$ cat config.mk
export PLATFORM = sky130hd
export DESIGN_NAME = bipolar_full_step_sequencer
export DESIGN_NICKNAME = d
export VERILOG_FILES = /design/src/rtl/bfs_pkg.sv /design/src/rtl/bipolar_full_step_sequencer.sv
export SDC_FILE = /design/constraint.sdc
export NUM_CORES = 1
export LEC_CHECK = 0
export BUFFER_PORTS_ARGS = -buffer_cell sky130_fd_sc_hd__buf_2
export CAP_MARGIN = 30
export CORE_UTILIZATION = 55
export CTS_CLUSTER_SIZE = 8
export DETAILED_ROUTE_END_ITERATION = 16
export GPL_ROUTABILITY_DRIVEN = 1
export GPL_TIMING_DRIVEN = 0
export HOLD_SLACK_MARGIN = 0.02
export PLACE_DENSITY_LB_ADDON = 0.15
export SLEW_MARGIN = 20
export SYNTH_ARGS = -nofsm -noshare
export SYNTH_HDL_FRONTEND = slang
export SYNTH_SLANG_ARGS = --single-unit
$ cat constraint.sdc
create_clock -name clk_i -period 7.3 [get_ports clk_i]
set_input_delay 1.46 -clock clk_i [delete_from_list [all_inputs] [get_ports clk_i]]
set_output_delay 1.46 -clock clk_i [all_outputs]
set_load 0.05 [all_outputs]
$ cat src/rtl/bfs_pkg.sv
package bfs_pkg;

  typedef enum logic [1:0] {
    MODE_TICK     = 2'd0,
    MODE_CMD      = 2'd1,
    MODE_FAILSAFE = 2'd2
  } mode_e;

  typedef enum logic [1:0] {
    MOVE_STOP = 2'd0,
    MOVE_FWD  = 2'd1,
    MOVE_REV  = 2'd2
  } move_e;

  typedef enum logic [1:0] {
    DRV_COAST = 2'd0,
    DRV_FWD   = 2'd1,
    DRV_REV   = 2'd2
  } drv_e;

  typedef enum logic [2:0] {
    CFG_DRV_EN   = 3'd0,
    CFG_UNIDIR   = 3'd1,
    CFG_PHASE_RV = 3'd2,
    CFG_PERIOD   = 3'd3,
    CFG_DUTY     = 3'd4
  } cfg_idx_e;

  localparam logic [1:0]  PHASE_MASK     = 2'h3;
  localparam logic [6:0]  DUTY_MAX       = 7'd100;
  localparam logic [6:0]  DUTY_RESET     = 7'd50;
  localparam logic [31:0] PERIOD_RESET   = 32'd2000;
  localparam int unsigned IN_TDATA_BITS  = 40;
  localparam int unsigned OUT_TDATA_BITS = 16;

  // Result fields, bridge A in the lowest bits.
  typedef struct packed {
    logic       running_now;
    logic       stepped;
    logic [6:0] duty_percent;
    drv_e       coil_b_drive;
    drv_e       coil_a_drive;
  } result_t;

  // Two-phase-on full-step table.
  function automatic drv_e phase_a(input logic [1:0] p);
    drv_e d;
    case (p)
      2'd0:    d = DRV_FWD;
      2'd1:    d = DRV_REV;
      2'd2:    d = DRV_REV;
      default: d = DRV_FWD;
    endcase
    return d;
  endfunction

  function automatic drv_e phase_b(input logic [1:0] p);
    drv_e d;
    case (p)
      2'd0:    d = DRV_FWD;
      2'd1:    d = DRV_FWD;
      2'd2:    d = DRV_REV;
      default: d = DRV_REV;
    endcase
    return d;
  endfunction

endpackage

$ cat src/rtl/bipolar_full_step_sequencer.sv
// Full-step sequencer for a two-phase bipolar stepper on two H-bridges.
// Slave stream: tuser = mode (tick, move command, failsafe); tdata = move in
//   bits [1:0], now_us in bits [33:2]. Every transaction yields one result.
// Master stream: tdata = bridge A, bridge B, duty, stepped, running flag.
// Config channel: cfg_index_i selects a register, cfg_data_i carries the
//   value; always ready. Write it only while the block is idle.
// Pipeline: an item taken from the slave stream sits in the input register, and its
//   result moves into the output register when that register advances.
// Throughput: one item per cycle unless the output stalls; between the registers
//   an item needs a TIME_BITS-wide subtract, a 2-bit phase step and a TIME_BITS-wide add.
// Stall: the output register holds its result while m_axis_tready_i is low; the
//   input register takes one more transaction if it is empty, then tready drops.
// Reset: both bridges coast, stepper stopped, phase 0, due time 0, and the
//   registers return to enabled, bidirectional, normal order, 2000 us, 50 %.
module bipolar_full_step_sequencer
  import bfs_pkg::*;
#(
  parameter int unsigned TIME_BITS = 32
) (
  input  logic                      clk_i,
  input  logic                      rst_ni,
  input  logic                      s_axis_tvalid_i,
  output logic                      s_axis_tready_o,
  input  logic [IN_TDATA_BITS-1:0]  s_axis_tdata_i,  // move[1:0], now_us[33:2], zero pad
  input  logic [1:0]                s_axis_tuser_i,  // mode[1:0]
  output logic                      m_axis_tvalid_o,
  input  logic                      m_axis_tready_i,
  output logic [OUT_TDATA_BITS-1:0] m_axis_tdata_o,  // a[1:0], b[3:2], duty[10:4],
                                                     // stepped[11], running[12], zero pad
  input  logic                      cfg_valid_i,
  output logic                      cfg_ready_o,
  input  logic [2:0]                cfg_index_i,
  input  logic [31:0]               cfg_data_i
);

  typedef logic [TIME_BITS-1:0] time_t;

  logic        cfg_en_q, cfg_unidir_q, cfg_phrv_q;
  logic [31:0] cfg_period_q;
  logic [6:0]  cfg_duty_q;

  logic        in_valid_q;
  logic [1:0]  in_mode_q, in_move_q;
  logic [31:0] in_now_q;

  logic        running_q, running_d;
  logic        rev_q, rev_d;
  logic [1:0]  phase_q, phase_d;
  time_t       due_q, due_d;
  drv_e        bra_q, bra_d, brb_q, brb_d;

  logic        out_valid_q;
  result_t     out_q, out_d;

  logic        adv;
  logic        stepped;
  time_t       now_t, diff;
  logic        rev_req, back;
  logic [6:0]  duty_sat;

  assign cfg_ready_o     = 1'b1;
  assign adv             = !out_valid_q || m_axis_tready_i;
  assign s_axis_tready_o = !in_valid_q || adv;
  assign m_axis_tvalid_o = out_valid_q;
  assign m_axis_tdata_o  = {(OUT_TDATA_BITS - $bits(result_t))'(0), out_q};

  always_ff @(posedge clk_i or negedge rst_ni) begin
    if (!rst_ni) begin
      cfg_en_q     <= 1'b1;
      cfg_unidir_q <= 1'b0;
      cfg_phrv_q   <= 1'b0;
      cfg_period_q <= PERIOD_RESET;
      cfg_duty_q   <= DUTY_RESET;
    end else if (cfg_valid_i) begin
      case (cfg_idx_e'(cfg_index_i))
        CFG_DRV_EN:   cfg_en_q     <= cfg_data_i[0];
        CFG_UNIDIR:   cfg_unidir_q <= cfg_data_i[0];
        CFG_PHASE_RV: cfg_phrv_q   <= cfg_data_i[0];
        CFG_PERIOD:   cfg_period_q <= cfg_data_i;
        CFG_DUTY:     cfg_duty_q   <= cfg_data_i[6:0];
        default: ;
      endcase
    end
  end

  always_ff @(posedge clk_i or negedge rst_ni) begin
    if (!rst_ni) begin
      in_valid_q <= 1'b0;
    end else if (s_axis_tready_o) begin
      in_valid_q <= s_axis_tvalid_i;
    end
  end

  always_ff @(posedge clk_i) begin
    if (s_axis_tready_o && s_axis_tvalid_i) begin
      in_mode_q <= s_axis_tuser_i;
      in_move_q <= s_axis_tdata_i[1:0];
      in_now_q  <= s_axis_tdata_i[33:2];
    end
  end

  assign now_t    = TIME_BITS'(in_now_q);
  assign diff     = now_t - due_q;
  assign rev_req  = (move_e'(in_move_q) == MOVE_REV);
  assign back     = rev_q ^ cfg_phrv_q;
  assign duty_sat = (cfg_duty_q > DUTY_MAX) ? DUTY_MAX : cfg_duty_q;

  always_comb begin
    running_d = running_q;
    rev_d     = rev_q;
    phase_d   = phase_q;
    due_d     = due_q;
    bra_d     = bra_q;
    brb_d     = brb_q;
    stepped   = 1'b0;
    case (mode_e'(in_mode_q))
      MODE_CMD: begin
        if (!(move_e'(in_move_q) == MOVE_FWD || rev_req) || !cfg_en_q ||
            (rev_req && cfg_unidir_q)) begin
          running_d = 1'b0;
          rev_d     = 1'b0;
          bra_d     = DRV_COAST;
          brb_d     = DRV_COAST;
        end else begin
          if (!running_q || (rev_q != rev_req)) begin
            due_d = now_t;
          end
          running_d = 1'b1;
          rev_d     = rev_req;
        end
      end
      MODE_FAILSAFE: begin
        running_d = 1'b0;
        rev_d     = 1'b0;
        bra_d     = DRV_COAST;
        brb_d     = DRV_COAST;
      end
      MODE_TICK: begin
        if (running_q && cfg_en_q && !diff[TIME_BITS-1]) begin
          bra_d   = phase_a(phase_q);
          brb_d   = phase_b(phase_q);
          phase_d = back ? ((phase_q - 2'd1) & PHASE_MASK)
                         : ((phase_q + 2'd1) & PHASE_MASK);
          due_d   = now_t + TIME_BITS'(cfg_period_q);
          stepped = 1'b1;
        end
      end
      default: ;
    endcase
  end

  always_comb begin
    out_d.coil_a_drive = bra_d;
    out_d.coil_b_drive = brb_d;
    out_d.duty_percent = (bra_d == DRV_COAST && brb_d == DRV_COAST) ? 7'd0 : duty_sat;
    out_d.stepped      = stepped;
    out_d.running_now  = running_d;
  end

  always_ff @(posedge clk_i or negedge rst_ni) begin
    if (!rst_ni) begin
      running_q   <= 1'b0;
      rev_q       <= 1'b0;
      phase_q     <= 2'd0;
      due_q       <= '0;
      bra_q       <= DRV_COAST;
      brb_q       <= DRV_COAST;
      out_valid_q <= 1'b0;
    end else if (adv) begin
      out_valid_q <= in_valid_q;
      if (in_valid_q) begin
        running_q <= running_d;
        rev_q     <= rev_d;
        phase_q   <= phase_d;
        due_q     <= due_d;
        bra_q     <= bra_d;
        brb_q     <= brb_d;
      end
    end
  end

  always_ff @(posedge clk_i) begin
    if (adv && in_valid_q) begin
      out_q <= out_d;
    end
  end

endmodule

; ---- Word-level counts from Yosys, hierarchy flattened
; Index checks and enable logic that the tools add are counted.
[totals]
ff_bits = 133
wordCells = 98
[classes]
n_addsub = 4
magnitude_cmp = 1
eq_ne = 14
muxes = 19
n_bitwise = 1
n_reduce_logical = 37
[ops]
columns = cell, count
row1 = $mux W32, 3
row2 = $pmux W32 S2, 1
row3 = $add A32 B32 Y32, 1
row4 = $sub A32 B32 Y32, 1
row5 = $mux W2, 7
row6 = $pmux W2 S3, 2
row7 = $reduce_and A2 Y1, 6
row8 = $logic_not A2 Y1, 4
row9 = $gt A7 B7 Y1 const B, 1
row10 = $mux W7, 1
row11 = $eq A2 B1 Y1 const B, 3
row12 = $eq A2 B2 Y1 const B, 3
row13 = $eq A3 B2 Y1 const B, 2
row14 = $logic_and A1 B1 Y1, 6
row15 = $logic_not A1 Y1, 6
row16 = $logic_or A1 B1 Y1, 6
row17 = $ne A2 B2 Y1 const B, 3
row18 = $reduce_and A6 Y1, 1
row19 = $reduce_or A2 Y1, 3
row20 = $pmux W1 S2, 2
row21 = $reduce_and A4 Y1, 1
row22 = $reduce_bool A2 Y1, 2
row23 = $eq A3 B1 Y1 const B, 1
row24 = $eq A3 B3 Y1 const B, 1
row25 = other kinds (7), 9

; ---- Longest topological paths before layout
[logic_depth]
depth_word = 10
depth_mapped = 13

; ---- Worst setup path before layout
; OpenSTA, ideal clock, no wires.
[synth_timing]
kind = input port to output port
startpoint = in m_axis_tready_i
endpoint = out s_axis_tready_o
arrival_time_ps = 1943
t_required_ps = 5840
slack_ps = 3897
stages = 1
path_cell_list = nand3b_1
[synth_via]
elab_chain_len = 2
[synth_lines]
columns = element, line_no
row1 = from (decl), bipolar_full_step_sequencer.sv:27  ; input logic m_axis_tready_i,
row2 = $logic_or A1 B1 Y1, bipolar_full_step_sequencer.sv:62  ; assign adv = !out_valid_q || m_axis_tready_i;
row3 = $logic_or A1 B1 Y1, bipolar_full_step_sequencer.sv:63  ; assign s_axis_tready_o = !in_valid_q || adv;
row4 = to (decl), bipolar_full_step_sequencer.sv:23  ; output logic s_axis_tready_o,
; Every way passes these cells.

; ---- Worst setup path after layout
[layout_timing]
startpoint = reg in_now_q[10]
endpoint = reg out_q, in the netlist m_axis_tdata_o[5] (data pin)
[layout_via]
elab_chain_len = 8
[layout_lines]
columns = element, line_no
row1 = from (decl), bipolar_full_step_sequencer.sv:44  ; logic [31:0] in_now_q;
row2 = from (signal assigned), bipolar_full_step_sequencer.sv:98  ; in_now_q <= s_axis_tdata_i[33:2];
row3 = $sub A32 B32 Y32 (*), bipolar_full_step_sequencer.sv:103  ; assign diff = now_t - due_q;
row4 = $logic_not A1 Y1 (*), bipolar_full_step_sequencer.sv:139  ; if (running_q && cfg_en_q && !diff[TIME_BITS-1]) begin
row5 = $logic_and A1 B1 Y1 (*), bipolar_full_step_sequencer.sv:139
row6 = $mux W2, bipolar_full_step_sequencer.sv:139
row7 = $pmux W2 S3, bipolar_full_step_sequencer.sv:116  ; case (mode_e'(in_mode_q))
row8 = $logic_not A2 Y1, bipolar_full_step_sequencer.sv:155  ; out_d.duty_percent = (bra_d == DRV_COAST && brb_d == DRV_COAST) ? 7'd0 : duty_sat;
row9 = $logic_and A1 B1 Y1 (*), bipolar_full_step_sequencer.sv:155
row10 = $reduce_or A2 Y1 (no line) (*), n/a
row11 = to (signal assigned), bipolar_full_step_sequencer.sv:184  ; out_q <= out_d;
row12 = to (decl), bipolar_full_step_sequencer.sv:53  ; result_t out_q, out_d;
; Mark *: on every way between the ends. The rest lies on a longest branch, timed or not.
; A chain may end at the register's enable or synchronous reset.

==> impl_summary.log <==
INFO  metric min_delay_path_depth = 1
INFO  metric multi_input_logic_area = 0.00388 mm^2
INFO  metric finalClockSkew = a little under 0.01 ns
INFO  metric die_area = 0.0146 mm^2
INFO  metric min-delay-start = in_valid_q
INFO  metric yosysTopAreaCell = dfrtp_1
INFO  metric io_pins = 101
INFO  metric synth_seq_cells = about 130
INFO  metric final-hold-violation-count = 0
INFO  metric floorplan.initialDensity = roughly 56%
INFO  metric maximum_resistive_drop_on_vdd = 0.000147 V
INFO  metric pwr-share-seq = between 30% and 40%
INFO  metric ys_async_sr_fraction = a little over three fifths
INFO  metric die_x = roughly 120 um
INFO  metric setup.worst_path.class = reg -> reg
INFO  metric route.met3.wl = just over 900 um
INFO  metric ys_top_cells_by_count = dfrtp_1 (74), a21oi_1 (70), ha_1 (68), nand2_1 (55), inv_1 (53)
INFO  metric drt_pass1_iterations = 11
INFO  metric postRouteWirelength = between 15000 and 20000 um
INFO  metric timing.max_slew.rel_slack = 31.6%
INFO  metric comb_power_share = 30.8%
INFO  metric grt_pass1_vias = approximately 6000
INFO  metric grt_pass1_wl = roughly 30000 um
INFO  metric drt-met1-wl = 7790 um
INFO  metric hold_buffers = 0
INFO  metric drt_via_density = ~5.7
INFO  metric fin_crit_sh = about half
INFO  metric grt_start_max_net_pins = 52
INFO  metric rsz0062_at_grt = false
INFO  metric worst_r2r_path_depth = 10
INFO  metric clock_tree_from_tritoncts = done
INFO  metric status = complete, but fails checks
INFO  metric critPathLaunchType = flip-flop
INFO  metric cts_max_level = 4
INFO  metric sw_frac_of_total = about a third
INFO  metric internal_power = 0.00181 W
INFO  metric fillCellCount = 1089
INFO  metric cp_data_required_time = between 7 and 8 ns
INFO  metric layout-area-overhead-vs-synth = 17.1%
INFO  metric achievable-frequency = 278 MHz
INFO  metric leakagePower = 4.18 nW
INFO  metric cts-resized-gates = 0
INFO  metric final_max_slew_viol_count = 0
INFO  metric worstPathArrival = about 3.7 ns
INFO  metric grt_remaining_overflow = 0
INFO  metric cts_inserted_buffers = 17
INFO  metric placed_cells = ~1000
INFO  metric top_layer = met4
INFO  metric hold_path_class = reg -> reg
INFO  metric power.switching = roughly 0.00086 W
INFO  metric regToRegSetupSlack = between 3 and 4 ns
INFO  metric clk_pwr_share = 31.5%
INFO  metric clock_tree.buffer_depth = 2
INFO  metric finalCriticalPeriod = about 3.6 ns
INFO  metric floorplan.die.height = about 120 um
INFO  metric power_density = ~300 mW/mm^2
INFO  metric layout.area.seq = around 0.0036 mm^2
INFO  metric layout-drive-gt1-share = roughly a quarter
INFO  metric end_kind = flip-flop
INFO  metric gp_congestion = slightly above 0.9
INFO  metric wl_per_cell = roughly 17 um
INFO  metric route.antenna.remaining_nets = 0
INFO  metric worstReg2RegStart = in_now_q[10]
INFO  metric portion_of_the_post_synthesis_area_used_by_sequential_elements = 46.1%
INFO  metric antenna_cells = 0
INFO  metric met2RoutedLength = approximately 8500 um
INFO  metric clkSinkCount = about 130
INFO  metric syn-cell-area = 0.00777 mm^2
INFO  metric post_cts_buffers = 0
INFO  metric placement_rows = 43
INFO  metric synth.avg_cell_area = roughly 11 um^2
INFO  metric violated_checks = DRC
INFO  metric grt.total_usage = around a quarter
INFO  metric drtIter0Drc = a little over 400
INFO  metric cts-root-buf = clkbuf_16
INFO  metric synth.most_common_cell = dfrtp_1
INFO  metric finalSetupViolCount = 0
INFO  metric synthCells = 737
INFO  metric port_bufs = 90
INFO  metric route.detailed.drc = 2
INFO  metric cts.clk_slew.worst_paths = 0.05 ns
INFO  metric instances_no_fill = approximately 1000
INFO  metric timing_worst_slew_pin_value = approximately 1 ns
INFO  metric clk_latency = about 0.43 ns
INFO  metric synth_edf_count = 49
INFO  metric core_area = 0.0138 mm^2
INFO  metric synth-main-ff-cell = dfrtp_1
INFO  metric total_nets_final = around 1000
INFO  metric place_ws = roughly 3.8 ns
INFO  metric synth.top_cells.by_area = dfrtp_1 (24%), edfxtp_1 (19%), ha_1 (11%)
INFO  metric yosys_warnings = 0
INFO  metric antenna_found_initial = 0
INFO  metric hpwlAfterDp = between 10000 and 15000 um
INFO  metric synth_top_area_share = between 20% and 30%
INFO  metric post_synth_num_cell_types = between 60 and 70
INFO  metric drv_cap = 0
INFO  metric critPathMaxFanout = 9
INFO  metric setup_tns = 0 ns
INFO  metric destination_of_the_worst_hold_path = m_axis_tvalid_o
INFO  metric timing.rr.end = m_axis_tdata_o[5]
INFO  metric setup_ws = between 3 and 4 ns
INFO  metric dr_total_vias = 5995
[critical path, cell delays in order, from the launching register on]
cell	delay (ns)
edfxtp_1	0.43
ha_1	0.36
a21oi_1	0.24
nand4b_1	0.14
a31oi_1	0.22
o21ai_0	0.17
a211oi_2	0.31
mux2i_2	0.48
mux2_2	0.40
a22oi_2	0.34
a41oi_1	0.20
[layer usage]
| layer | up-vias | GRT usage [%] |
|---|---|---|
| met2 | 213 | 42.9 |
| met1 | 2859 | 34.7 |
| met4 | 0 | 12.9 |
| met5 | - | 0 |
| li1 | 2888 | - |
| met3 | 35 | 4.37 |
[worst max path at each step]
stage,startpoint,end
3_5_place_dp,in_now_q[10],m_axis_tdata_o[5]
5_1_grt,in_now_q[10],m_axis_tdata_o[5]
4_1_cts,in_now_q[10],m_axis_tdata_o[5]
6_report,in_now_q[10],m_axis_tdata_o[5]
3_3_place_gp,in_now_q[10],m_axis_tdata_o[10]
2_1_floorplan,m_axis_tready_i,s_axis_tready_o
[power groups by stage]
stage / clock network [W] / logic, W / registers [W]
final: 0.000841 / 0.000821 / 0.00101
after global routing: 0.000886 / 0.000925 / 0.00103
after CTS: 0.000857 / 0.000818 / 0.00101
after detailed placement: 0 / 0.000808 / 0.00102
after global placement: 0 / 0.000779 / 0.00101
after floorplan: 0 / 0.000605 / 0.00101
[cells in the final DEF (no fill, tap or decap), types with 15 or more instances in the layout]
cell type  netlist  routed
a21o_1          17      17
a21oi_1         70      70
buf_2            7      97
clkbuf_1        11      15
clkbuf_16        0      17
dfrtp_1         74      74
edfxtp_1        49      49
ha_1            68      68
inv_1           53      53
mux2_2          46      46
mux2i_1         18      18
nand2_1         55      55
nand3_1         18      18
nor2_1          51      51
o21ai_0         28      28
xnor2_1         15      15
[logic make-up (layout without fill, tap and decap cells)]
| kind of cell | Yosys count | count (layout) | synth area share, % |
|---|---|---|---|
| simple gates | 189 | 189 | 11.7 |
| buf+inv | 78 | 203 | 4.07 |
| xor+xnor | 24 | 24 | 2.70 |
| compound gates | 177 | 177 | 15.0 |
| other cells | 2 | 4 | 0.0966 |
| mux | 65 | 65 | 9.16 |
| flops | 133 | 133 | 46.1 |
| fa+ha+maj | 69 | 69 | 11.2 |
[flip-flops by register name, indices dropped and copies added (netlist names), 2 cells and up]
| register | cells |
|---|---|
| in_mode_q | 2 |
| in_move_q | 2 |
| due_q | 32 |
| cfg_period_q | 32 |
| bra_q | 2 |
| phase_q | 2 |
| cfg_duty_q | 7 |
| brb_q | 2 |
| m_axis_tdata_o | 13 |
| in_now_q | 32 |
[final cells by class]
class	count	share of cell area, %
multi-input combinational	528	42.6
sequential	133	39.4
timing repair buffer	93	5.64
clock buffer	24	5.29
tap	180	2.47
inverter	53	2.19
buffer	25	1.29
clock inverter	8	1.09
[metrics by stage]
| stage | hold WS (ns) | power, W | utilization (%) | cell area (um^2) |
|---|---|---|---|---|
| finish | 0.510 | 0.00267 | 65.8 | 9100 |
| global route | 0.529 | 0.00284 | 65.8 | 9100 |
| CTS | 0.509 | 0.00268 | 65.8 | 9100 |
| detailed placement | 0.501 | 0.00183 | 61.6 | 8520 |
| global placement | 0.468 | 0.00179 | 61.2 | 8460 |
| floorplan | 0.457 | 0.00162 | - | 7780 |
Power figures use the tool's default switching activity.
